[config.mk]
export PLATFORM = sky130hd
export DESIGN_NAME = ogbvu_ctrl
export DESIGN_NICKNAME = d
export VERILOG_FILES = /design/src/hdl/ogbvu_pkg.sv /design/src/hdl/ogbvu_ctrl.sv
export SDC_FILE = /design/constraint.sdc
export NUM_CORES = 1
export LEC_CHECK = 0
export BUFFER_PORTS_ARGS = -buffer_cell sky130_fd_sc_hd__buf_2
export CAP_MARGIN = 20
export CORE_AREA = 5 5 42 44
export DETAILED_ROUTE_END_ITERATION = 7
export DIE_AREA = 0 0 47 49
export PLACE_DENSITY = 0.34
export SETUP_SLACK_MARGIN = 0.15
export SYNTH_ARGS = -nofsm -noshare
export SYNTH_HDL_FRONTEND = slang
export SYNTH_SLANG_ARGS = --single-unit
[constraint.sdc]
create_clock -name clock -period 1 [get_ports clock]
set_input_delay 0.05 -clock clock [delete_from_list [all_inputs] [get_ports clock]]
set_output_delay 0.05 -clock clock [all_outputs]
set_load 0.05 [all_outputs]
[src/hdl/ogbvu_pkg.sv]
// Shared types and constants for the occupancy grid bump and visit update core.
// Holds the controller/datapath command and status structs and the register map.
// Used by ogbvu_ctrl, ogbvu_datapath and the top level.
package ogbvu_pkg;

   // Field widths fixed by the interface.
   localparam int POS_W    = 16;
   localparam int TIME_W   = 32;
   localparam int CELL_O_W = 7;
   localparam int COUNT_W  = 4;

   // Configuration port.
   localparam int CSR_ADDR_W = 1;
   localparam int CSR_DATA_W = 32;

   localparam logic [CSR_ADDR_W-1:0] REG_VISIT_THRESHOLD = 1'd0;
   localparam logic [CSR_ADDR_W-1:0] REG_COUNTER_LIMIT   = 1'd1;

   localparam logic [TIME_W-1:0]  THRESHOLD_RESET = 32'd20000;
   localparam logic [COUNT_W-1:0] LIMIT_RESET     = 4'd15;

   // Stream payload widths.
   localparam int REQ_DATA_W = 64;
   localparam int REQ_USER_W = 1;
   localparam int RSP_DATA_W = 24;
   localparam int RSP_USER_W = 3;

   typedef struct packed {
      logic accept;
      logic read;
      logic update;
      logic clear_step;
   } cmd_type;

   typedef struct packed {
      logic clear_last;
   } status_type;

endpackage

[src/hdl/ogbvu_ctrl.sv]
// Controller for the occupancy grid core: clearing pass, read and update sequencing.
// Drives the stream handshakes and issues commands to ogbvu_datapath.
// Depends on ogbvu_pkg.
module ogbvu_ctrl (
   input  logic                  clock,
   input  logic                  reset,
   input  logic                  req_tvalid,
   output logic                  req_tready,
   output logic                  rsp_tvalid,
   input  logic                  rsp_tready,
   input  ogbvu_pkg::status_type status,
   output ogbvu_pkg::cmd_type    cmd
);

   typedef enum logic [1:0] {
      ST_CLEAR,
      ST_IDLE,
      ST_READ,
      ST_UPDATE
   } state_type;

   state_type state_ff, state_in;
   logic      rsp_valid_ff, rsp_valid_in;
   logic      out_free;
   logic      update_go;
   logic      accept;

   always_comb begin
      out_free   = !rsp_valid_ff || rsp_tready;
      update_go  = (state_ff == ST_UPDATE) && out_free;
      req_tready = (state_ff == ST_IDLE) || update_go;
      accept     = req_tvalid && req_tready;

      cmd.accept     = accept;
      cmd.read       = (state_ff == ST_READ);
      cmd.update     = update_go;
      cmd.clear_step = (state_ff == ST_CLEAR);

      state_in = state_ff;
      case (state_ff)
         ST_CLEAR: begin
            if (status.clear_last) begin
               state_in = ST_IDLE;
            end
         end
         ST_IDLE: begin
            if (accept) begin
               state_in = ST_READ;
            end
         end
         ST_READ: begin
            state_in = ST_UPDATE;
         end
         ST_UPDATE: begin
            if (update_go) begin
               state_in = accept ? ST_READ : ST_IDLE;
            end
         end
         default: begin
            state_in = ST_CLEAR;
         end
      endcase

      if (update_go) begin
         rsp_valid_in = 1'b1;
      end else if (rsp_tready) begin
         rsp_valid_in = 1'b0;
      end else begin
         rsp_valid_in = rsp_valid_ff;
      end
   end

   always_ff @(posedge clock) begin
      if (reset) begin
         state_ff     <= ST_CLEAR;
         rsp_valid_ff <= 1'b0;
      end else begin
         state_ff     <= state_in;
         rsp_valid_ff <= rsp_valid_in;
      end
   end

   assign rsp_tvalid = rsp_valid_ff;

endmodule

# Word-level counts from Yosys, hierarchy flattened
# Cells that the tools add are included.
classes:
  n_mux: 7
  n_eq_ne: 6
  n_reduce_logical: 8
ops:
  columns: ["op", "count"]
  rows:
  - ["$mux 2", 4]
  - ["$pmux 2 s4", 1]
  - ["$ne 2x2->1 const B", 3]
  - ["$eq 2x2->1 const B", 2]
  - ["$reduce_and 3->1", 1]
  - ["$eq 2x1->1 const B", 1]
  - ["$logic_and 1x1->1", 2]
  - ["$logic_not 2->1", 1]
  - ["$logic_or 1x1->1", 2]
  - ["$mux 1", 2]
  - ["$reduce_bool 2->1", 1]
  - ["$logic_not 1->1", 1]
totals:
  reg_bits: 3
  input_bits: 5
  wordCells: 23
  output_inout_bits: 6

# Depth between registers and ports, before layout
# Gate-level depths: netlist (run 1).
depth:
  depth_word: 8
  ltp_mapped: 3
  ltp_nobuf: 3

# Least setup slack after synthesis (run 1)
# OpenSTA, ideal clock, no wires.
synth_timing:
  kind: "register to output"
  start: "register rsp_valid_ff (netlist: rsp_tvalid)"
  end: "output req_tready"
  slack_ns: -0.288
  required_ns: 0.950
  stages_incl_launch_ff: 4
  t_arrival_ns: 1.238
  n_path_buf: 0
  path_cell_list: "dfxtp_1 -> nor2b_4 -> nand2_1 -> and2_2"
synth_between:
  elab_chain_len: 4
synth_lines:
  columns: ["item", "line_no", "text"]
  rows:
  - ["start, declared", "ogbvu_ctrl.sv:23", "logic rsp_valid_ff, rsp_valid_in;"]
  - ["start signal, assigned", "ogbvu_ctrl.sv:79", "rsp_valid_ff <= rsp_valid_in;"]
  - ["$logic_not 1->1", "ogbvu_ctrl.sv:29", "out_free = !rsp_valid_ff || rsp_tready;"]
  - ["$logic_or 1x1->1", "ogbvu_ctrl.sv:29", null]
  - ["$logic_and 1x1->1", "ogbvu_ctrl.sv:30", "update_go = (state_ff == ST_UPDATE) && out_free;"]
  - ["$logic_or 1x1->1", "ogbvu_ctrl.sv:31", "req_tready = (state_ff == ST_IDLE) || update_go;"]
  - ["end, declared", "ogbvu_ctrl.sv:8", "output logic req_tready,"]
# No other way between the ends.

# Final worst setup path (run 1)
# Same ends and word-level chain as after synthesis.

==> Implementation_results.wiki, run 1 <==
{| class="wikitable"
! Metric !! Value
|-
| Result of the run || complete, but fails checks
|-
| Failing checks || setup timing
|-
| Setup TNS || -0.366 ns
|-
| TritonCTS clock tree || done
|-
| Fraction of final layout cells sized beyond drive strength 1 || ~76%
|-
| Number of design rule violations left after detail routing || 0
|-
| Clock tree root driver cell || sky130_fd_sc_hd__clkbuf_4
|-
| Post-DP HPWL || ~360 um
|-
| Synthesized netlist cell count || 22
|-
| Clk pin slew, worst setup/hold paths || about 0.040 ns
|-
| Most common library cell in the layout ignoring fill and taps || sky130_fd_sc_hd__buf_2
|-
| # Max-Cap Violations || 0
|-
| Detailed-route wire length per cell || 9.50 um
|-
| Setup repair after global routing missed its margin || yes
|-
| Fillcell total || ~160
|-
| FMAX || a little under 900 MHz
|-
| Area post-placement || 256 um^2
|-
| Type of the setup path with the least slack || reg -> out
|-
| Detailed router's first-iteration violation count || 3
|-
| Reported net switching power || between 150 and 200 uW
|-
| Arrival time at the worst endpoint || 1.09 ns
|-
| Worst relative slew slack || between 80% and 90%
|-
| Setup slack of the critical path after layout || -0.141 ns
|-
| Count of inserted antenna diode cells || 0
|-
| Capturing element type of the critical path || output pin
|-
| Core footprint || 1400 um^2
|-
| Tightest Hold Check Type || in -> reg
|-
| Starting density of the core || 11.8%
|-
| Number of endpoints with negative hold slack in the final report || 0
|-
| Weighted congestion reported at the end of routability-driven placement || between 0.6 and 0.7
|-
| First-pass GRT wire length || 979 um
|-
| Area of the die || 2300 um^2
|-
| DRT Wirelength || between 500 and 600 um
|-
| All-layer global routing usage || under 10%
|-
| Site Rows || 14
|-
| Yosys reg bits || 3
|-
| Most used cells in the layout excluding fill and tap cells || 5 x sky130_fd_sc_hd__buf_2, 4 x sky130_fd_sc_hd__buf_8, 4 x sky130_fd_sc_hd__buf_4, 4 x sky130_fd_sc_hd__buf_6
|-
| Startpoint kind of the worst setup timing path || register
|-
| Total power divided by cell area || 1390 nW/um^2
|-
| Sum of internal, switching and leakage power || 570 uW
|-
| Number of buffers on the longest clock path || 2
|-
| Final Instance Area || just over 400 um^2
|-
| Syn Std Cell Area || roughly 170 um^2
|-
| Clock skew after layout || 0.000812 ns
|-
| Count of unique library cells instantiated by Yosys || 12
|-
| Critical path peak fanout || 4
|-
| Fin. max-slew vios || 0
|-
| Largest net degree at the start of global routing || 8
|-
| Total Nets Final || 48
|-
| Io pins || 11
|-
| Average via count per standard cell || approximately 3.8
|-
| Final global-route overflow total || 0
|-
| Cell total after placement || 50
|-
| Signed area change from the synthesized netlist to the final layout || 148%
|-
| Insertion delay to the later sink of the worst-skew pair || 0.23 ns
|-
| Inserted Clock Buffers || 3
|-
| Share of total power in the clock network || 37.1%
|-
| Register area share after synthesis || 36.4%
|-
| Leakage component of the power || 0.185 nW
|-
| Final setup violating endpoints || 4
|-
| Initial antenna violation count || 0
|-
| Post-route ant nets || 0
|-
| H-tree depth reported by CTS || 1
|-
| Actual transition at the worst max-transition pin || ~0.25 ns
|-
| Buffers added on ports || 10
|-
| Fraction of power spent switching nets || 32.7%
|-
| Share of total power in combinational logic || 37.9%
|-
| Portion of total power attributed to sequential cells || 25.0%
|-
| Average cell area after synthesis || 7.51 um^2
|-
| Chip Width || between 40 and 50 um
|-
| Number of global-route vias before repair || between 200 and 250
|-
| Post-synth net total || 27
|-
| Data required time at the worst endpoint || approximately 0.95 ns
|-
| Internal power summed over all cells || 383 uW
|-
| Vert. Die Dim || 49 um
|-
| Ys Warns || 0
|-
| Number of sinks handled by clock tree synthesis || 3
|-
| Final min period || approximately 1.1 ns
|-
| Synth area leader || sky130_fd_sc_hd__dfxtp_1
|-
| Count of TritonRoute iterations in the first routing pass || 2
|-
| Synth top area share || between 30% and 40%
|-
| Period utilization || 114%
|-
| Routed via count || about 220
|-
| Final cell count without fillers || 58
|-
| Synth area leaders || sky130_fd_sc_hd__dfxtp_1 36%, sky130_fd_sc_hd__a21oi_1 9.1%, sky130_fd_sc_hd__buf_4 9.1%
|-
| Worst IR drop on VDD || 0.631 mV
|}
## layer usage
metal	part of all wire, %	GRT usage (%)
met1	46	7.24
met2	41	7.24
met3	13	7.38
met4	0	1.38
met5	0	0
## stage by stage
stage / hold WS [ns] / setup slack [ns] / util (%)
2_1_floorplan: 0.113 / -0.0267 / -
3_3_place_gp: 0.248 / -0.0240 / 18.3
3_5_place_dp: 0.249 / -0.0108 / 18.3
4_1_cts: 0.118 / -0.160 / 27.7
5_1_grt: 0.139 / -0.192 / 29.3
6_report: 0.131 / -0.141 / 29.3
## what timing repair did
action / in CTS / in global routing
resized for setup: 28 / 2
setup endpoints to repair: 9 / 9
buffers inserted: 1 / 2
hold buffers: 1 / 0
endpoints found under the hold margin: 1 / 0
pin swaps: 6 / 2
## cells in the mapped netlist
master	number
sky130_fd_sc_hd__a21oi_1	3
sky130_fd_sc_hd__a31oi_1	1
sky130_fd_sc_hd__and2_2	1
sky130_fd_sc_hd__buf_4	2
sky130_fd_sc_hd__dfxtp_1	3
sky130_fd_sc_hd__inv_1	1
sky130_fd_sc_hd__nand2_1	3
sky130_fd_sc_hd__nand2b_1	1
sky130_fd_sc_hd__nor2_1	4
sky130_fd_sc_hd__nor2b_4	1
sky130_fd_sc_hd__nor3_1	1
sky130_fd_sc_hd__or2_0	1
## registers in the layout, summed over array words and instances, names as in the netlist
register / count
state_ff: 2
rsp_tvalid: 1
## cells by family after synthesis
| family | Yosys count | share of synthesized area (%) |
|---|---|---|
| AND/OR/NAND/NOR | 12 | 39.4 |
| buffers and inverters | 3 | 11.4 |
| AO/OA/AOI/OAI | 4 | 12.9 |
| flip-flops | 3 | 36.4 |
## critical path, stage by stage, from the launching register on
cell                      delay, ns
sky130_fd_sc_hd__dfxtp_4       0.33
sky130_fd_sc_hd__nor2b_4       0.17
sky130_fd_sc_hd__nand2_2       0.07
sky130_fd_sc_hd__and2_4        0.14
sky130_fd_sc_hd__buf_8         0.14
## layout make-up
cell class                 count  area [um^2]  area share [%]
tap                           16         20.0            4.88
inverter                       1         3.75           0.915
multi-input combinational     16          119            29.0
sequential                     3         71.3            17.4
clock buffer                   4         26.3            6.40
timing repair buffer          18          170            41.5
## power by group through the flow
stage          combinational, mW  clock (mW)  sequential (mW)
2_1_floorplan             0.0955           0            0.142
3_3_place_gp               0.139           0            0.141
3_5_place_dp               0.138           0            0.140
4_1_cts                    0.204       0.223            0.143
5_1_grt                    0.228       0.245            0.144
6_report                   0.216       0.211            0.142
## path summary, 6_finish.rpt
kind                                  start          end  slack (ns)  cells after the start
worst min register to register  state_ff[1]  state_ff[1]        0.54                      2
worst min-delay path             rsp_tready  state_ff[1]        0.13                      4
worst max-delay path             rsp_tvalid   req_tready       -0.14                      4
worst max register to register   rsp_tvalid   rsp_tvalid        0.13                      4
(Power assumes the default switching activity.)
==> run 2, diff against run 1 <==
Settings changed: CELL_PAD_IN_SITES_DETAIL_PLACEMENT from default to 0, CELL_PAD_IN_SITES_GLOBAL_PLACEMENT from default to 1, PLACE_DENSITY 0.34 to 0.44, TNS_END_PERCENT from default to 1.
==> Implementation_results.wiki, run 2 (synthesis gave the netlist of run 1 again) <==
{| class="wikitable"
! Metric !! Value
|-
| Capturing element type of the critical path || output pin
|-
| Number of endpoints with negative hold slack in the final report || 0 (unchanged)
|-
| Area of the die || 2300 um^2 (unchanged)
|-
| Clock tree root driver cell || sky130_fd_sc_hd__clkbuf_4
|-
| Fraction of final layout cells sized beyond drive strength 1 || 64.1% (-12 points)
|-
| Arrival time at the worst endpoint || 1.11 ns (+0.02 ns)
|-
| Setup repair after global routing missed its margin || yes
|-
| Number of buffers on the longest clock path || 2 (unchanged)
|-
| Worst relative slew slack || 83.6% (about the same)
|-
| First-pass GRT wire length || 848 um (-13%)
|-
| Buffers added on ports || 10 (unchanged)
|-
| Setup slack of the critical path after layout || -0.165 ns (-0.0240 ns)
|-
| Area post-placement || 241 um^2 (-5.9%)
|-
| Insertion delay to the later sink of the worst-skew pair || 0.23 ns (about the same)
|-
| Worst IR drop on VDD || 0.549 mV (-13%)
|-
| Critical path peak fanout || 4 (unchanged)
|-
| Chip Width || 47 um (unchanged)
|-
| Initial antenna violation count || 0 (unchanged)
|-
| Clock skew after layout || 0.000592 ns (-0.000220 ns)
|-
| Largest register by flop count || state_ff
|-
| Inserted Clock Buffers || 3 (unchanged)
|-
| Clk pin slew, worst setup/hold paths || 0.04 ns (about the same)
|-
| All-layer global routing usage || 5.71% (-0.48 points)
|-
| Io pins || 11 (unchanged)
|-
| Worst slack after detailed placement || -0.0131 ns (-0.00230 ns)
|-
| Average via count per standard cell || 3.58 (-5.1%)
|-
| Core footprint || 1400 um^2 (unchanged)
|-
| TritonCTS clock tree || done
|-
| Type of the setup path with the least slack || reg -> out
|-
| Routed via count || 197 (-10%)
|-
| Total power divided by cell area || 1520 nW/um^2 (+9.5%)
|-
| Final Instance Area || 340 um^2 (-17%)
|-
| Cell total after placement || 48 (-4.0%)
|-
| FMAX || 859 MHz (-2.1%)
|-
| Leakage component of the power || 0.156 nW (-16%)
|-
| Post-route ant nets || 0 (unchanged)
|-
| Data required time at the worst endpoint || 0.95 ns (about the same)
|-
| DRT Wirelength || 483 um (-12%)
|-
| Signed area change from the synthesized netlist to the final layout || 106%
|-
| Result of the run || complete, but fails checks
|-
| Site Rows || 14 (unchanged)
|-
| Final cell count without fillers || 55 (-5.2%)
|-
| Count of inserted antenna diode cells || 0 (unchanged)
|-
| Final min period || 1.16 ns (+0.0240 ns)
|-
| Count of TritonRoute iterations in the first routing pass || 2 (unchanged)
|-
| H-tree depth reported by CTS || 1 (unchanged)
|-
| Flip-flop count of the largest register, all copies and words added || 2 (unchanged)
|-
| Failing checks || setup timing
|-
| Detailed router's first-iteration violation count || 3 (unchanged)
|-
| Period utilization || 116% (+2.4 points)
|-
| Starting density of the core || 11.8% (unchanged)
|-
| Weighted congestion reported at the end of routability-driven placement || 0.726 (+5.5%)
|-
| # Max-Cap Violations || 0 (unchanged)
|-
| Total Nets Final || 45 (-6.3%)
|-
| Tightest Hold Check Type || in -> reg
|-
| Number of design rule violations left after detail routing || 0 (unchanged)
|-
| Final global-route overflow total || 0 (unchanged)
|-
| Most used cells in the layout excluding fill and tap cells || 5 x sky130_fd_sc_hd__buf_2, 5 x sky130_fd_sc_hd__buf_4, 3 x sky130_fd_sc_hd__a21oi_1, 3 x sky130_fd_sc_hd__clkbuf_4, 3 x sky130_fd_sc_hd__buf_6
|-
| Detailed-route wire length per cell || 8.78 um (-7.6%)
|-
| Sum of internal, switching and leakage power || 517 uW (-9.2%)
|-
| Actual transition at the worst max-transition pin || 0.248 ns (+0.000181 ns)
|-
| Startpoint kind of the worst setup timing path || register
|-
| Fin. max-slew vios || 0 (unchanged)
|-
| Number of sinks handled by clock tree synthesis || 3 (unchanged)
|-
| Setup TNS || -0.439 ns (-0.0735 ns)
|-
| Final setup violating endpoints || 5 (+1)
|-
| Largest net degree at the start of global routing || 8 (unchanged)
|-
| Post-DP HPWL || 338 um (-6.0%)
|-
| Number of global-route vias before repair || 203 (-5.1%)
|-
| Vert. Die Dim || 49 um (unchanged)
|}
run 2: metrics by stage:
step                      utilization (%)  hold slack (ns)
after detailed placement             17.2            0.245
after CTS                            23.8            0.151
after floorplan                         -            0.113
after global placement               17.2            0.241
after global routing                 24.3            0.167
final                                24.3            0.169
run 2: worst paths after layout:
check	from	end	slack, ns	cells past startpoint
worst max-delay path	rsp_tvalid	req_tready	-0.16	4
worst min-delay path	rsp_tready	state_ff[0]	0.17	4
worst max register to register	rsp_tvalid	state_ff[1]	-0.03	5
worst min register to register	state_ff[1]	rsp_tvalid	0.55	2
run 2: final cells by class:
class	instances	area, um^2
timing repair buffer	15	121
clock buffer	4	26.3
sequential	3	68.8
fill	156	1060
inverter	1	3.75
multi-input combinational	16	100
tap	16	20.0
run 2: repair_timing:
action                                  in CTS  in global routing
endpoints found under the setup margin       8                  9
resized for setup                           17                  0
pin swaps                                    3                  2
hold buffers                                 1                  0
setup buffers                                1                  1
hold endpoints to repair                     2                  0
run 2: critical path, cell delays in order (launching register included):
cell,delay (ns)
sky130_fd_sc_hd__dfxtp_4,0.33
sky130_fd_sc_hd__nor2b_4,0.18
sky130_fd_sc_hd__nand2_2,0.07
sky130_fd_sc_hd__and2_4,0.16
sky130_fd_sc_hd__buf_8,0.14
run 2: power by group:
group	switching (mW)	internal (mW)	total, mW	leakage, nW
registers	0.0146	0.127	0.142	0.0264
clock network	0.0658	0.150	0.216	0.0150
logic	0.0941	0.0657	0.160	0.115
run 2: per-layer routing:
layer / share of wire [%] / wire length (um) / GRT usage [%]
met1: 48 / 234 / 6.39
met2: 32 / 155 / 6.33
met3: 17 / 84 / 6.64
met4: 1.9 / 9 / 2.76
met5: 0 / 0 / 0
==> run 3, diff against run 2 <==
Settings changed: PLACE_DENSITY 0.44 to 0.45.
Clock period 1 ns to 0.98 ns, I/O delays scaled along.
==> Implementation_results.wiki, run 3 (synthesis gave the netlist of run 1 again) <==
{| class="wikitable"
! Metric !! Value
|-
| Reg-to-reg critical path startpoint || state_ff[0]
|-
| Global-route track usage on met3 || 8.12% (+1.5 points)
|-
| Share of total power in the clock network || 39.7% (-2.0 points)
|-
| Site Rows || 14 (unchanged)
|-
| Initial antenna violation count || 0 (unchanged)
|-
| Fraction of final layout cells sized beyond drive strength 1 || 69.2% (+5.1 points)
|-
| Setup repair after global routing missed its margin || yes
|-
| Detailed-route wire length per cell || 9.49 um (+8.1%)
|-
| Internal power summed over all cells || 363 uW (+5.8%)
|-
| Capturing element type of the critical path || output pin
|-
| Type of the setup path with the least slack || reg -> out
|-
| FMAX || slightly below 900 MHz
|-
| Data required time at the worst endpoint || 0.93 ns (-0.02 ns)
|-
| Count of TritonRoute iterations in the first routing pass || 2 (unchanged)
|-
| Most heavily used metal layer in global routing || met3
|-
| Final global-route overflow total || 0 (unchanged)
|-
| Largest net degree at the start of global routing || 8 (unchanged)
|-
| Area post-placement || 243 um^2 (+0.52%)
|-
| Worst stage delay on the critical path || 0.33 ns (about the same)
|-
| Reg area || 71.3 um^2 (+3.6%)
|-
| Number of global-route vias before repair || 194 (-4.4%)
|-
| Leakage component of the power || 0.164 nW (+5.1%)
|-
| Area taken by multi-input logic gates || 110 um^2 (+10%)
|-
| Final setup violating endpoints || 4 (-1)
|-
| Insertion delay to the later sink of the worst-skew pair || 0.23 ns (about the same)
|-
| Core footprint || 1400 um^2 (unchanged)
|-
| Number of endpoints with negative hold slack in the final report || 0 (unchanged)
|-
| Met1 track demand over resource || 5.69% (-0.70 points)
|-
| Routed via count || 203 (+3.0%)
|-
| CP max-delay cell || sky130_fd_sc_hd__dfxtp_4
|-
| Result of the run || complete, but fails checks
|-
| Reported net switching power || 183 uW (+4.8%)
|-
| Actual transition at the worst max-transition pin || 0.248 ns (+0.000542 ns)
|-
| Period utilization || 118%
|-
| Chip Width || 47 um (unchanged)
|-
| Inserted Clock Buffers || 3 (unchanged)
|-
| Detailed router's first-iteration violation count || 1 (-2)
|-
| Setup TNS || -0.394 ns (+0.0451 ns)
|-
| Critical path, cell by cell || nor2b_4 -> nand2_2 -> and2_4 -> buf_8
|-
| H-tree depth reported by CTS || 1 (unchanged)
|-
| First-pass GRT wire length || 814 um (-4.0%)
|-
| All-layer global routing usage || 5.34% (-0.36 points)
|-
| Final min period || 1.15 ns
|-
| TritonCTS clock tree || done
|-
| Weighted congestion reported at the end of routability-driven placement || 0.723 (-0.43%)
|-
| Area of the die || 2300 um^2 (unchanged)
|-
| Setup crit start || rsp_tvalid
|-
| Count of buffering cells on the critical path with inverters included || 1 (unchanged)
|-
| Worst relative slew slack || 83.6% (about the same)
|-
| Vert. Die Dim || 49 um (unchanged)
|-
| Signed area change from the synthesized netlist to the final layout || 116%
|-
| Fillcell total || 163 (+4.5%)
|-
| Worst setup path endpoint || req_tready
|-
| Clock tree root driver cell || sky130_fd_sc_hd__clkbuf_4
|-
| Total power divided by cell area || 1530 nW/um^2 (+0.68%)
|-
| DRT Wirelength || 522 um (+8.1%)
|-
| Worst IR drop on VDD || 0.796 mV (+45%)
|-
| Final Instance Area || 357 um^2 (+4.8%)
|-
| Number of buffers on the longest clock path || 2 (unchanged)
|-
| Clk pin slew, worst setup/hold paths || 0.04 ns (about the same)
|-
| Number of design rule violations left after detail routing || 0 (unchanged)
|-
| Cell family with the largest share of critical-path delay || simple AND/OR/NAND/NOR gates
|-
| Number of cells on the worst reg-to-reg path || 3 (-2)
|-
| Path length in cells of the critical path || 4 (unchanged)
|-
| Worst R2R Setup Slack || 0.06 ns (+0.09 ns)
|-
| Number of sinks handled by clock tree synthesis || 3 (unchanged)
|-
| Failing checks || setup timing
|-
| Fraction of power spent switching nets || 33.5% (-0.22 points)
|-
| Terminus of the critical flop-to-flop path || state_ff[0]
|-
| Arrival time at the worst endpoint || 1.11 ns (about the same)
|-
| Post-route ant nets || 0 (unchanged)
|-
| Share of total power in combinational logic || 33.3% (+2.4 points)
|-
| Portion of total power attributed to sequential cells || 26.9% (-0.5 points)
|-
| Count of inserted antenna diode cells || 0 (unchanged)
|-
| Flip-flop count of the largest register, all copies and words added || 2 (unchanged)
|-
| Fin. max-slew vios || 0 (unchanged)
|-
| Tightest Hold Check Type || in -> reg
|-
| Minimum hold slack || 0.202 ns (+0.0331 ns)
|-
| Average via count per standard cell || 3.69 (+3.0%)
|-
| Met2 Track Usage GR || 5.66% (-0.68 points)
|-
| Buffers added on ports || 10 (unchanged)
|-
| Startpoint kind of the worst setup timing path || register
|-
| Largest register by flop count || state_ff
|-
| Clock skew after layout || 0.00209 ns (+0.00150 ns)
|-
| Setup slack of the critical path after layout || -0.175 ns (-0.0100 ns)
|-
| # Max-Cap Violations || 0 (unchanged)
|-
| Total Nets Final || 45 (unchanged)
|-
| Io pins || 11 (unchanged)
|-
| Starting density of the core || 11.8% (unchanged)
|-
| Most used cells in the layout excluding fill and tap cells || 5 x sky130_fd_sc_hd__buf_2, 5 x sky130_fd_sc_hd__buf_4
|-
| Critical path peak fanout || 4 (unchanged)
|}
-- run 3: cell counts in the layout (fill, tap and decap cells not counted) --
Identical to the previous run, type by type.
-- run 3: worst min path at each step --
stage                from  cells after the start  slack (ns)           to
2_1_floorplan       reset                      1        0.11   rsp_tvalid
3_3_place_gp        reset                      2        0.24   rsp_tvalid
3_5_place_dp        reset                      2        0.24  state_ff[1]
4_1_cts        rsp_tready                      4        0.14  state_ff[1]
5_1_grt        req_tvalid                      4        0.23  state_ff[1]
6_report           status                      4        0.20  state_ff[0]
-- run 3: worst register-to-register path: stages, from the launching register on --
cell and delay [ns]:
sky130_fd_sc_hd__dfxtp_4 0.35, sky130_fd_sc_hd__or2_0 0.22, sky130_fd_sc_hd__a21oi_1 0.19, sky130_fd_sc_hd__nor3_2 0.05
-- run 3: layout make-up --
class                   count  share of cell area (%)
clock buffers               4                    7.37
inverters                   1                    1.05
multi-input cells          16                    30.9
flip-flops and latches      3                    20.0
well taps                  16                    5.61
repair buffers             15                    35.1
-- run 3: timing repair --
action                     4_1_cts  5_1_grt
pin swaps                        3        2
gates resized for setup         11        9
setup endpoints to repair        8        9
setup buffers                    1        1
hold buffers                     1        0
gates cloned                     0        0
hold endpoints to repair         2        0
-- run 3: stage by stage --
stage	worst slack [ns]	instances	util [%]	power [mW]
2_1_floorplan	0.0230	22	-	0.244
3_3_place_gp	-0.0165	48	17.3	0.281
3_5_place_dp	-0.0191	48	17.3	0.281
4_1_cts	-0.191	54	22.5	0.536
5_1_grt	-0.231	55	25.4	0.583
6_report	-0.175	55	25.4	0.546
-- run 3: layer usage --
metal	share of wire [%]	routed length [um]
met4	0	0
met5	0	0
met3	20	105
met1	39	205
met2	40	211
-- run 3: power by group through the flow --
stage	sequential, mW	clock (mW)	combinational, mW
3_5_place_dp	0.144	0	0.137
3_3_place_gp	0.144	0	0.136
5_1_grt	0.151	0.238	0.193
2_1_floorplan	0.145	0	0.0991
6_report	0.147	0.217	0.182
4_1_cts	0.145	0.227	0.164
